File: config.mk
export PLATFORM = sky130hd
export DESIGN_NAME = wildcard_byte_signature_scan_unit_flat
export DESIGN_NICKNAME = d
export VERILOG_FILES = /design/src/rtl/wbss_pkg.sv /design/src/rtl/wbss_image_if.sv /design/src/rtl/wbss_result_if.sv /design/src/rtl/wbss_cell.sv /design/src/rtl/wbss_out_buf.sv /design/src/rtl/wildcard_byte_signature_scan_unit.sv /design/src/flat_wrapper.sv
export VERILOG_INCLUDE_DIRS = /design/src /design/src/rtl
export SDC_FILE = /design/constraint.sdc
export NUM_CORES = 2
export LEC_CHECK = 0
export BUFFER_PORTS_ARGS = -buffer_cell sky130_fd_sc_hd__buf_2
export CORE_ASPECT_RATIO = 0.9
export CORE_UTILIZATION = 45
export CTS_BUF_LIST = sky130_fd_sc_hd__clkbuf_8
export DETAILED_ROUTE_END_ITERATION = 8
export SLEW_MARGIN = 10
export SYNTH_ARGS = -nofsm -noshare
export SYNTH_HDL_FRONTEND = slang
export SYNTH_SLANG_ARGS = --single-unit
File: constraint.sdc
create_clock -name clk -period 23.4 [get_ports clk]
set_input_delay 3.51 -clock clk [delete_from_list [all_inputs] [get_ports clk]]
set_output_delay 3.51 -clock clk [all_outputs]
set_load 0.01 [all_outputs]
File: src/rtl/assert_macros.svh
// Assertion helpers shared by the scan unit RTL.
// Both expect a signal named clk in the enclosing module; WBSS_ASSERT also expects rst_n.
`ifndef ASSERT_MACROS_SVH
`define ASSERT_MACROS_SVH

// Checked on every rising clk edge, masked while reset is active.
`define WBSS_ASSERT(lbl, prop, msg) \
    lbl: assert property (@(posedge clk) disable iff (!rst_n) prop) else $error(msg);

// Checked on every rising clk edge, reset included.
`define WBSS_ASSERT_ALWAYS(lbl, prop, msg) \
    lbl: assert property (@(posedge clk) prop) else $error(msg);

`endif

File: src/rtl/wbss_pkg.sv
// ----------------------------------------------------------------------------
// wbss_pkg
// Shared types and constants of the wildcard byte signature scan unit.
// ----------------------------------------------------------------------------
`default_nettype none

package wbss_pkg;

    localparam int REG_PATTERN_BYTES = 24;   // pattern bytes held by the registers
    localparam int BYTE_W            = 8;
    localparam int LEN_W             = 5;    // pattern_length field width
    localparam int CARE_W            = 24;
    localparam int OUT_OFFSET_W      = 32;   // match_offset field width
    localparam int CFG_ADDR_W        = 3;
    localparam int CFG_DATA_W        = 64;
    localparam int BYTES_PER_WORD    = CFG_DATA_W / BYTE_W;

    localparam int DEF_MAX_PATTERN_BYTES = 24;
    localparam int DEF_OFFSET_BITS       = 32;

    typedef enum logic [CFG_ADDR_W-1:0] {
        REG_PAT_LOW  = 3'd0,
        REG_PAT_MID  = 3'd1,
        REG_PAT_HIGH = 3'd2,
        REG_CARE     = 3'd3,
        REG_LENGTH   = 3'd4
    } cfg_reg_e;

    // Pattern view seen by every cell; length is already clamped.
    typedef struct packed {
        logic [REG_PATTERN_BYTES-1:0][BYTE_W-1:0] pattern;
        logic [CARE_W-1:0]                        care;
        logic [LEN_W-1:0]                         length;
    } match_cfg_t;

    typedef struct packed {
        logic                    found;
        logic [OUT_OFFSET_W-1:0] match_offset;
    } result_t;

endpackage

`default_nettype wire

File: src/rtl/wbss_image_if.sv
// ----------------------------------------------------------------------------
// wbss_image_if
// Image byte channel: one byte per beat, last_byte closes the image.
// ----------------------------------------------------------------------------
`default_nettype none

interface wbss_image_if;
    import wbss_pkg::*;

    logic              valid;
    logic              ready;
    logic [BYTE_W-1:0] data_byte;
    logic              last_byte;

    modport source (output valid, output data_byte, output last_byte, input ready);
    modport sink   (input valid, input data_byte, input last_byte, output ready);
endinterface

`default_nettype wire

File: src/rtl/wbss_result_if.sv
// ----------------------------------------------------------------------------
// wbss_result_if
// Scan result channel: one beat per match or per image ending unmatched.
// ----------------------------------------------------------------------------
`default_nettype none

interface wbss_result_if;
    import wbss_pkg::*;

    logic                    valid;
    logic                    ready;
    logic                    found;
    logic [OUT_OFFSET_W-1:0] match_offset;

    modport source (output valid, output found, output match_offset, input ready);
    modport sink   (input valid, input found, input match_offset, output ready);
endinterface

`default_nettype wire

File: src/rtl/wbss_cell.sv
// ----------------------------------------------------------------------------
// wbss_cell
// One window position: holds a byte, shifts it on to the older neighbor and
// checks the incoming byte against the pattern byte aligned to this slot.
// ----------------------------------------------------------------------------
`default_nettype none

module wbss_cell #(
    parameter int IDX = 0   // 0 is the newest byte
) (
    input  logic                      clk,
    input  logic                      shift,
    input  logic [wbss_pkg::BYTE_W-1:0] shift_in,
    input  wbss_pkg::match_cfg_t      cfg,
    output logic [wbss_pkg::BYTE_W-1:0] byte_out,
    output logic                      ok
);
    import wbss_pkg::*;

    localparam logic [LEN_W-1:0] POS = LEN_W'(IDX);

    logic [BYTE_W-1:0] byte_reg;
    logic              active;
    logic [LEN_W-1:0]  pidx;

    always_ff @(posedge clk)
    begin
        if (shift)
        begin
            byte_reg <= shift_in;
        end
    end

    // Slot IDX meets pattern byte length-1-IDX once the shift lands.
    always_comb
    begin
        active = POS < cfg.length;
        pidx   = cfg.length - POS - LEN_W'(1);
        ok     = !active || !cfg.care[pidx] || (shift_in == cfg.pattern[pidx]);
    end

    assign byte_out = byte_reg;

endmodule

`default_nettype wire

File: src/rtl/wbss_out_buf.sv
// ----------------------------------------------------------------------------
// wbss_out_buf
// Two-entry result buffer: output register plus skid entry, so the scan
// keeps taking bytes while one result waits.
// ----------------------------------------------------------------------------
`default_nettype none

`include "assert_macros.svh"

module wbss_out_buf (
    input  logic              clk,
    input  logic              rst_n,
    input  logic              push,
    input  wbss_pkg::result_t push_data,
    output logic              space,
    wbss_result_if.source     result
);
    import wbss_pkg::*;

    logic    main_valid_reg, main_valid_next;
    logic    skid_valid_reg, skid_valid_next;
    result_t main_data_reg, main_data_next;
    result_t skid_data_reg, skid_data_next;
    logic    main_take;

    assign main_take = main_valid_reg && result.ready;

    always_comb
    begin
        main_valid_next = main_valid_reg;
        skid_valid_next = skid_valid_reg;
        main_data_next  = main_data_reg;
        skid_data_next  = skid_data_reg;
        if (main_take)
        begin
            if (skid_valid_reg)
            begin
                main_data_next  = skid_data_reg;
                skid_valid_next = 1'b0;
            end
            else if (push)
            begin
                main_data_next = push_data;
            end
            else
            begin
                main_valid_next = 1'b0;
            end
        end
        else if (push)
        begin
            if (!main_valid_reg)
            begin
                main_valid_next = 1'b1;
                main_data_next  = push_data;
            end
            else
            begin
                skid_valid_next = 1'b1;
                skid_data_next  = push_data;
            end
        end
    end

    always_ff @(posedge clk or negedge rst_n)
    begin
        if (!rst_n)
        begin
            main_valid_reg <= 1'b0;
            skid_valid_reg <= 1'b0;
        end
        else
        begin
            main_valid_reg <= main_valid_next;
            skid_valid_reg <= skid_valid_next;
        end
    end

    always_ff @(posedge clk)
    begin
        main_data_reg <= main_data_next;
        skid_data_reg <= skid_data_next;
    end

    assign space               = !skid_valid_reg;
    assign result.valid        = main_valid_reg;
    assign result.found        = main_data_reg.found;
    assign result.match_offset = main_data_reg.match_offset;

    `WBSS_ASSERT(a_skid_behind_main, skid_valid_reg |-> main_valid_reg, "skid entry without output entry")
    `WBSS_ASSERT(a_push_stalled_to_skid, push && main_valid_reg && !result.ready |=> skid_valid_reg, "stalled push lost")
    `WBSS_ASSERT(a_no_push_when_full, skid_valid_reg |-> !push, "push into full buffer")

endmodule

`default_nettype wire

File: src/rtl/wildcard_byte_signature_scan_unit.sv
// A matching byte, or an unmatched last byte, has its result registered in the output buffer.
// Throughput: one image byte per cycle; the compare over all window cells finishes in that cycle.
// The input stalls only when both result buffer entries are full.
// Reset clears the window count, match flag, result buffer and loads register defaults
// (pattern, care mask zero, pattern_length one); no clearing pass is needed.
// ----------------------------------------------------------------------------
// wildcard_byte_signature_scan_unit
// Shift window of byte cells with masked compare against a configured
// pattern; reports the first match offset or a not-found at end of image.
// ----------------------------------------------------------------------------
`default_nettype none

`include "assert_macros.svh"

module wildcard_byte_signature_scan_unit #(
    parameter int MAX_PATTERN_BYTES = wbss_pkg::DEF_MAX_PATTERN_BYTES,
    parameter int OFFSET_BITS       = wbss_pkg::DEF_OFFSET_BITS
) (
    input  logic                          clk,
    input  logic                          rst_n,
    input  logic                          cfg_we,
    input  logic [wbss_pkg::CFG_ADDR_W-1:0] cfg_addr,
    input  logic [wbss_pkg::CFG_DATA_W-1:0] cfg_wdata,
    wbss_image_if.sink                    image,
    wbss_result_if.source                 result
);
    import wbss_pkg::*;

    localparam int NCELL = (MAX_PATTERN_BYTES < REG_PATTERN_BYTES) ?
                           MAX_PATTERN_BYTES : REG_PATTERN_BYTES;
    localparam logic [LEN_W-1:0] LEN_BOUND = LEN_W'(NCELL);
    localparam logic [OFFSET_BITS-1:0] COUNT_MAX = '1;

    // configuration registers
    logic [CFG_DATA_W-1:0] pat_low_reg, pat_mid_reg, pat_high_reg;
    logic [CARE_W-1:0]     care_reg;
    logic [LEN_W-1:0]      length_reg;

    always_ff @(posedge clk or negedge rst_n)
    begin
        if (!rst_n)
        begin
            pat_low_reg  <= '0;
            pat_mid_reg  <= '0;
            pat_high_reg <= '0;
            care_reg     <= '0;
            length_reg   <= LEN_W'(1);
        end
        else if (cfg_we)
        begin
            unique case (cfg_reg_e'(cfg_addr))
                REG_PAT_LOW:  pat_low_reg  <= cfg_wdata;
                REG_PAT_MID:  pat_mid_reg  <= cfg_wdata;
                REG_PAT_HIGH: pat_high_reg <= cfg_wdata;
                REG_CARE:     care_reg     <= cfg_wdata[CARE_W-1:0];
                REG_LENGTH:   length_reg   <= cfg_wdata[LEN_W-1:0];
                default:      ;
            endcase
        end
    end

    match_cfg_t mcfg;

    always_comb
    begin
        for (int k = 0; k < BYTES_PER_WORD; k++)
        begin
            mcfg.pattern[k]                    = pat_low_reg[k*BYTE_W +: BYTE_W];
            mcfg.pattern[k + BYTES_PER_WORD]   = pat_mid_reg[k*BYTE_W +: BYTE_W];
            mcfg.pattern[k + 2*BYTES_PER_WORD] = pat_high_reg[k*BYTE_W +: BYTE_W];
        end
        mcfg.care = care_reg;
        // zero acts as one, anything past the window depth acts as the depth
        if (length_reg == '0)
        begin
            mcfg.length = LEN_W'(1);
        end
        else if (length_reg > LEN_BOUND)
        begin
            mcfg.length = LEN_BOUND;
        end
        else
        begin
            mcfg.length = length_reg;
        end
    end

    // window cells
    logic                          accept;
    logic                          space;
    logic [NCELL-1:0][BYTE_W-1:0]  shift_in;
    logic [NCELL-1:0][BYTE_W-1:0]  win;
    logic [NCELL-1:0]              cell_ok;

    assign accept      = image.valid && image.ready;
    assign image.ready = space;

    genvar gi;
    generate
        for (gi = 0; gi < NCELL; gi++)
        begin : g_cell
            if (gi == 0)
            begin : g_head
                assign shift_in[gi] = image.data_byte;
            end
            else
            begin : g_link
                assign shift_in[gi] = win[gi-1];
            end

            wbss_cell #(
                .IDX (gi)
            ) u_cell (
                .clk      (clk),
                .shift    (accept),
                .shift_in (shift_in[gi]),
                .cfg      (mcfg),
                .byte_out (win[gi]),
                .ok       (cell_ok[gi])
            );
        end
    endgenerate

    // scan control
    logic [OFFSET_BITS-1:0] seen_reg, seen_next, seen_inc, offset_full;
    logic                   reported_reg, reported_next;
    logic                   hit, push;
    result_t                push_data;

    always_comb
    begin
        seen_inc    = (seen_reg == COUNT_MAX) ? seen_reg : seen_reg + OFFSET_BITS'(1);
        offset_full = seen_inc - OFFSET_BITS'(mcfg.length);
        hit         = !reported_reg && (seen_inc >= OFFSET_BITS'(mcfg.length)) && (&cell_ok);
        push        = accept && (hit || (image.last_byte && !reported_reg));

        push_data.found        = hit;
        push_data.match_offset = hit ? OUT_OFFSET_W'(offset_full) : '0;

        seen_next     = seen_reg;
        reported_next = reported_reg;
        if (accept)
        begin
            if (image.last_byte)
            begin
                seen_next     = '0;
                reported_next = 1'b0;
            end
            else
            begin
                seen_next     = seen_inc;
                reported_next = reported_reg || hit;
            end
        end
    end

    always_ff @(posedge clk or negedge rst_n)
    begin
        if (!rst_n)
        begin
            seen_reg     <= '0;
            reported_reg <= 1'b0;
        end
        else
        begin
            seen_reg     <= seen_next;
            reported_reg <= reported_next;
        end
    end

    wbss_out_buf u_out_buf (
        .clk       (clk),
        .rst_n     (rst_n),
        .push      (push),
        .push_data (push_data),
        .space     (space),
        .result    (result)
    );

    `WBSS_ASSERT(a_last_clears_scan, accept && image.last_byte |=> (seen_reg == '0) && !reported_reg, "scan state not cleared after last byte")
    `WBSS_ASSERT(a_hit_marks_reported, accept && hit && !image.last_byte |=> reported_reg, "match not recorded")
    `WBSS_ASSERT(a_one_hit_per_image, reported_reg |-> !hit, "second match reported in one image")
    `WBSS_ASSERT(a_notfound_zero_offset, result.valid && !result.found |-> result.match_offset == '0, "not-found beat carries an offset")

endmodule

`default_nettype wire

File: src/flat_wrapper.sv
// flat-port wrapper written by rule: the top's interface ports become plain ports
module wildcard_byte_signature_scan_unit_flat import wbss_pkg::*;
#(
    parameter int MAX_PATTERN_BYTES = wbss_pkg::DEF_MAX_PATTERN_BYTES,
    parameter int OFFSET_BITS       = wbss_pkg::DEF_OFFSET_BITS
)
  (clk, rst_n, cfg_we, cfg_addr, cfg_wdata, image_valid, image_data_byte, image_last_byte, image_ready, result_valid, result_found, result_match_offset, result_ready);
  wbss_image_if image_i ();
  wbss_result_if result_i ();
  input  logic clk;
  input  logic rst_n;
  input  logic cfg_we;
  input  logic [wbss_pkg::CFG_ADDR_W-1:0] cfg_addr;
  input  logic [wbss_pkg::CFG_DATA_W-1:0] cfg_wdata;
  input wire logic [$bits(image_i.valid)-1:0] image_valid;
  input wire logic [$bits(image_i.data_byte)-1:0] image_data_byte;
  input wire logic [$bits(image_i.last_byte)-1:0] image_last_byte;
  output wire logic [$bits(image_i.ready)-1:0] image_ready;
  output wire logic [$bits(result_i.valid)-1:0] result_valid;
  output wire logic [$bits(result_i.found)-1:0] result_found;
  output wire logic [$bits(result_i.match_offset)-1:0] result_match_offset;
  input wire logic [$bits(result_i.ready)-1:0] result_ready;
  assign image_i.valid = image_valid;
  assign image_i.data_byte = image_data_byte;
  assign image_i.last_byte = image_last_byte;
  assign image_ready = image_i.ready;
  assign result_valid = result_i.valid;
  assign result_found = result_i.found;
  assign result_match_offset = result_i.match_offset;
  assign result_i.ready = result_ready;
  wildcard_byte_signature_scan_unit #(.MAX_PATTERN_BYTES(MAX_PATTERN_BYTES), .OFFSET_BITS(OFFSET_BITS)) u_core (.clk(clk), .rst_n(rst_n), .cfg_we(cfg_we), .cfg_addr(cfg_addr), .cfg_wdata(cfg_wdata), .image(image_i), .result(result_i));
endmodule
Word level (Yosys, flattened, before mapping):

Cells that the tools add are included.

* bits in registers: 506
* word-level logic and storage cells: 402

* $add $sub $neg: 48
* magnitude comparators: 50
* equality and inequality tests: 32
* muxes and demuxes: 114
* bitwise gates (word level): 1
* reduce and logical (&&, ||, !) cells: 121

Operators with widths (number)
* 8-bit binary-select mux with 5-bit select: 24
* 8-bit == test: 24
* 8-bit 2-to-1 mux: 24
* 33-bit 2-to-1 mux: 5
* 5-bit by 6-bit < comparator with 1-bit output (second input constant): 24
* 1-bit binary-select mux with 5-bit select: 24
* 5-bit by 1-bit subtractor with 5-bit output (second input constant): 24
* 32-bit 2-to-1 mux: 3
* 1-bit zero test: 50
* 1-bit logical OR: 50
* 4-bit by 5-bit < comparator with 1-bit output (first input constant): 8
* 5-bit < comparator (first input constant): 8
* 5-bit by 4-bit subtractor with 5-bit output (second input constant): 8
* 5-bit subtractor (second input constant): 8
* 32-bit by 1-bit adder with 32-bit output (second input constant): 1
* 32-bit == test (second input constant): 1
* 32-bit by 5-bit >= comparator with 1-bit output: 1
* 1-bit 2-to-1 mux: 32
* 32-bit by 5-bit subtractor with 32-bit output: 1
* 24-bit AND reduction: 1
* 3-bit by 5-bit < comparator with 1-bit output (first input constant): 4
* 5-bit by 3-bit subtractor with 5-bit output (second input constant): 4
* 2-bit AND reduction: 6
* 1-bit by 5-bit < comparator with 1-bit output (first input constant): 2
* 15 further kinds: 29

Depth between registers and ports, before layout:

* word-level depth: 17
* mapped depth: 31
* depth with buffers taken out: 22

Modules after synthesis:

Synthesis repeated with hierarchy kept, for this count alone.

* cell total of the unflattened synthesis: 5714
* area total of the unflattened synthesis: 70308.7 µm²

By module, submodules not included
* wildcard_byte_signature_scan_unit: times used 1, cells each 932, area an instance 11685.0 µm², sequential area each 6357.3 µm²
* wbss_out_buf: times used 1, cells each 115, area an instance 2620.0 µm², sequential area each 2031.9 µm²
* wbss_cell (u_core.g_cell[10].u_cell): times used 1, cells each 228, area an instance 2586.2 µm², sequential area each 240.2 µm²
* wbss_cell (u_core.g_cell[12].u_cell): times used 1, cells each 208, area an instance 2489.9 µm², sequential area each 240.2 µm²
* wbss_cell (u_core.g_cell[1].u_cell): times used 1, cells each 197, area an instance 2488.6 µm², sequential area each 240.2 µm²
* wbss_cell (u_core.g_cell[17].u_cell): times used 1, cells each 221, area an instance 2457.4 µm², sequential area each 240.2 µm²
* wbss_cell (u_core.g_cell[16].u_cell): times used 1, cells each 203, area an instance 2431.1 µm², sequential area each 240.2 µm²
* wbss_cell (u_core.g_cell[13].u_cell): times used 1, cells each 178, area an instance 2421.1 µm², sequential area each 240.2 µm²
* wbss_cell (u_core.g_cell[21].u_cell): times used 1, cells each 193, area an instance 2401.1 µm², sequential area each 240.2 µm²
* wbss_cell (u_core.g_cell[0].u_cell): times used 1, cells each 204, area an instance 2393.5 µm², sequential area each 240.2 µm²
* wbss_cell (u_core.g_cell[4].u_cell): times used 1, cells each 230, area an instance 2378.5 µm², sequential area each 240.2 µm²
* wbss_cell (u_core.g_cell[5].u_cell): times used 1, cells each 183, area an instance 2378.5 µm², sequential area each 240.2 µm²
* wbss_cell (u_core.g_cell[6].u_cell): times used 1, cells each 188, area an instance 2378.5 µm², sequential area each 240.2 µm²
* wbss_cell (u_core.g_cell[2].u_cell): times used 1, cells each 174, area an instance 2356.0 µm², sequential area each 240.2 µm²
* 12 more rows

Worst setup path before layout:

OpenSTA, ideal clock, no wires.

* path kind: input to register
* from: input image_valid
* to: register u_core.seen_reg[8]
* setup time: 0.137 ns
* arrival time: 9.632 ns
* data required time: 23.263 ns
* path slack: 13.632 ns
* cell stages on the path: 6
* path buffers: 1
* cell sequence: nand2_1 inv_1 clkbuf_1 o21ai_0 nand2_1 o31ai_1

* word-level cells in the longest chain between the ends: 1

RTL lines
* start, declared: RTL line flat_wrapper.sv:15 `input wire logic [$bits(image_i.valid)-1:0] image_valid;`
* 1-bit logical AND: RTL line wildcard_byte_signature_scan_unit.sv:95 `assign accept = image.valid && image.ready;`
* named net u_core.accept: RTL line wildcard_byte_signature_scan_unit.sv:89 `logic accept;`
* end signal, assigned: RTL line wildcard_byte_signature_scan_unit.sv:166 `seen_reg <= seen_next;`
* end, declared: RTL line wildcard_byte_signature_scan_unit.sv:125 `logic [OFFSET_BITS-1:0] seen_reg, seen_next, seen_inc, offset_full;`

The timed path passes the listed nets, and every way through them passes these cells.
A chain may end at the register's enable or synchronous reset.

Worst setup path after layout:

* from: register u_core.length_reg[2]
* to: register u_core.u_out_buf.main_data_reg (netlist bit u_core.u_out_buf.result.match_offset[3]) (enable)

* word-level cells in the longest chain between the ends: 16
* elaborated cells on any way between the ends: 299

RTL lines
* start, declared: RTL line wildcard_byte_signature_scan_unit.sv:37 `logic [LEN_W-1:0] length_reg;`
* start signal, assigned: RTL line wildcard_byte_signature_scan_unit.sv:56 `REG_LENGTH: length_reg <= cfg_wdata[LEN_W-1:0];`
* 5-bit > comparator: RTL line wildcard_byte_signature_scan_unit.sv:78 `else if (length_reg > LEN_BOUND)`
* 5-bit 2-to-1 mux: RTL line wildcard_byte_signature_scan_unit.sv:78
* 5-bit 2-to-1 mux (*): RTL line wildcard_byte_signature_scan_unit.sv:74 `if (length_reg == '0)`
* branches (longest 8 deep; another with 5-bit subtractor)
* 1-bit logical AND (*): RTL line wildcard_byte_signature_scan_unit.sv:134 `hit = !reported_reg && (seen_inc >= OFFSET_BITS'(mcfg.length)) && (&cell_ok);`
* 1-bit logical OR (*): RTL line wildcard_byte_signature_scan_unit.sv:135 `push = accept && (hit || (image.last_byte && !reported_reg));`
* 1-bit logical AND (*): RTL line wildcard_byte_signature_scan_unit.sv:135
* 2-bit nonzero test (no source line)
* 3-bit AND reduction (no source line) (*)
* end signal, assigned: RTL line wbss_out_buf.sv:81 `main_data_reg <= main_data_next;`
* end, declared: RTL line wbss_out_buf.sv:22 `result_t main_data_reg, main_data_next;`

Mark *: on every way between the ends. The select of a mux whose other input is x is not followed.

==> metrics.md <==
| Metric | Value |
|---|---|
| Setup TNS Final | `0 ns` |
| I/O Buffers | `115` |
| CP peak stage delay | `0.79 ns` |
| Commonest cells in the synthesized netlist | `nand2_1, dfrtp_1, edfxtp_1` |
| Post-CTS Setup Bufs | `0` |
| Final #Nets | `4014` |
| Cell mode on critical path | `buf_4` |
| Critical path peak fanout | `69` |
| Syn. warnings | `0` |
| Synthesis-to-finish area growth | `10.1%` |
| Aggregate routed wire length | `213000 µm` |
| CTS tree | `built` |
| Outcome | `finished, violations left` |
| Final hold vios | `0` |
| Clock sink count | `506` |
| Max-slew violation count | `0` |
| Drt first pass iters | `9` |
| CP startpoint kind | `flop` |
| Final setup violation count | `0` |
| Hold Buf Count CTS | `0` |
| Pin count of the biggest net entering global routing | `131` |
| CP max stage cell | `buf_4` |
| Placer Congestion | `1.15` |
| Cts repair resizes | `0` |
| Top-area cell type share of the netlist area | `0.189` |
| Hold Path Class | `reg -> reg` |
| PwrDens | `149 nW/µm²` |
| Routed len/inst | `41.3 µm` |
| Max-slew headroom | `0.0827` |
| CORE AREA | `86700 µm²` |
| Worst Setup Slack post-DPL | `14.70 ns` |
| Chip height | `284 µm` |
| Most frequent cell after synthesis | `nand2_1` |
| Routed Antenna Nets | `0` |
| Max Root-Sink Buffers | `3` |
| CTS root buf | `clkbuf_8` |
| Max Clock Skew | `0.0566 ns` |
| DR iter-0 viols | `6646` |
| Worst path arrival time | `9.17 ns` |
| Max_cap viols | `0` |
| Initial Utilization | `0.458` |
| Worst-margin pin slew | `1.34 ns` |
| Shortest period the worst path allows | `8.78 ns` |
| Seq/Total Area, Yosys | `0.350` |
| Layout cells sized above 1 | `0.228` |
| Routed vias | `38.1k` |
| Largest area contributor in the netlist | `edfxtp_1` |
| Yosys cell types | `101` |
| Synth Flop Type | `dfrtp_1` |
| Clk Latency, worst-skew pair | `0.79 ns` |
| Leakage | `16.2 nW` |
| Cell Area, Synth | `39700 µm²` |
| Initial antenna violation count | `28` |
| Final period util | `0.375` |
| WS Path Type | `reg -> reg` |
| CTS H-tree lvls | `3` |
| FFs w/ async S/R, synth | `0.506` |
| Max Clk Rate | `114 MHz` |
| Max reg flops | `184` |
| CP Cell Sequence | `buf_4 > or4_1 > buf_4 > nand2_8 > inv_6 > buf_4 > buf_4 > mux4_2 > mux2i_1 > nor4bb_1 > a31oi_1 > o32a_1 > o311ai_0 > nand4bb_1 > nor4b_1 > and4_1 > nand2_2 > buf_4 > a21o_1 > ha_1 > a211oi_4 > buf_4` |
| Clock slew seen by the registers of the worst setup and hold paths | `0.06 ns` |
| Largest cells by area after synthesis | `edfxtp_1, dfrtp_1, mux4_2` |
| Std cell rows | `102` |
| Net count after synthesis | `3979` |
| Setup crit end kind | `flop` |
| Worst vdd ir | `0.0726 mV` |
| First-pass GRT wire length | `290000 µm` |
| IO Count | `116` |
| GRT Total Usage | `0.468` |
| Req. time, crit path | `23.80 ns` |
| Post-route worst setup slack | `14.62 ns` |
| Cts bufs inserted | `87` |
| Die area | `89400 µm²` |
| Vias/cell | `7.40` |
| Avg Inst Size Synth | `10.2 µm²` |
| Dpl hpwl | `162000 µm` |
| Post-synth EDFFs | `250` |
| Cells after synthesis | `3880` |
| Failing checks | `DRC` |
| Vias in the first global route | `34.8k` |
| DRC Markers | `13` |
| Yosys reg bits | `506` |
| GRT overflow | `0` |
| Unrepaired setup endpoints after global routing | `no` |
| Chip width | `315 µm` |
-- report_power, final --
group	leakage, nW	internal (mW)	switching [mW]	total, mW
logic	9.60	1.38	2.57	3.95
registers	5.50	1.15	0.463	1.61
clock network	1.11	0.534	0.422	0.956
total	16.2	3.06	3.46	6.52
-- cells by family (layout without fill, tap and decap cells) --
| logic type | after synthesis | after routing | share of synthesized area |
|---|---|---|---|
| compound gates | 930 | 930 | 0.167 |
| xor+xnor | 290 | 290 | 0.0643 |
| fa+ha+maj | 18 | 18 | 0.00586 |
| buf+inv | 332 | 442 | 0.0351 |
| flops | 506 | 506 | 0.350 |
| mux | 622 | 622 | 0.227 |
| other cells | 0 | 19 | 0 |
| simple gates | 1182 | 1182 | 0.151 |
-- cell usage in the layout, fill, tap and decap left out, drive strengths merged, types with 61 or more instances in the layout --
master	count
clkbuf	105
mux2i	177
buf	231
nand2	372
nand2b	62
nand4	61
dfrtp	255
o211ai	61
o21ai	172
a22oi	99
mux4	197
nor3	92
xnor2	150
edfxtp	250
nor2	215
xor2	140
inv	65
o31ai	61
nand3	115
mux2	248
a21oi	150
-- metal layers --
layer  GRT usage  wire length, µm  vias up
li1            -                -    15200
met1       0.597            80000    18900
met2       0.617            81800     3156
met3       0.237            33500      848
met4       0.292            17100       25
met5      0.0352              567        -
-- path summary, 6_finish.rpt --
path	start	to	slack, ns	cells after the start
max reg2reg	u_core.length_reg[2]	u_core.u_out_buf.result.match_offset[3]	14.62	22
max	u_core.length_reg[2]	u_core.u_out_buf.result.match_offset[3]	14.62	22
min	u_core.g_cell[17].u_cell.byte_out[0]	u_core.g_cell[18].u_cell.byte_out[0]	0.46	0
max in group asynchronous	rst_n	u_core.length_reg[3]	17.96	3
min in group asynchronous	rst_n	u_core.pat_low_reg[11]	2.85	1
min reg2reg	u_core.g_cell[17].u_cell.byte_out[0]	u_core.g_cell[18].u_cell.byte_out[0]	0.46	0
-- per-stage QoR --
step	cells	area, µm²	hold WS [ns]	utilization	power (mW)
floorplan	3880	39700	0.424	-	3.73
global placement	4970	41600	0.446	0.481	5.31
detailed placement	4970	41600	0.447	0.481	5.29
CTS	5134	43700	0.454	0.504	6.26
global route	5139	43700	0.479	0.504	6.61
finish	5153	43700	0.462	0.505	6.52
-- final cells by class --
class / count / area [µm²]
antenna: 19 / 47.5
clock buffer: 105 / 1450
clock inverter: 59 / 592
fill: 7905 / 42900
inverter: 47 / 189
multi-input combinational: 3042 / 24600
sequential: 506 / 13900
tap: 1144 / 1430
timing repair buffer: 231 / 1460
-- critical path: cells and delay by family, from the launching register on --
family                   cells  cell delay, ns
buffers and inverters        7            3.53
AND/OR/NAND/NOR              7            1.53
AO/OA/AOI/OAI                5            1.37
multiplexers                 2            1.20
flip-flops                   1            0.34
adder cells (fa/ha/maj)      1            0.23
Note: power is estimated with default switching activity, not from simulation.
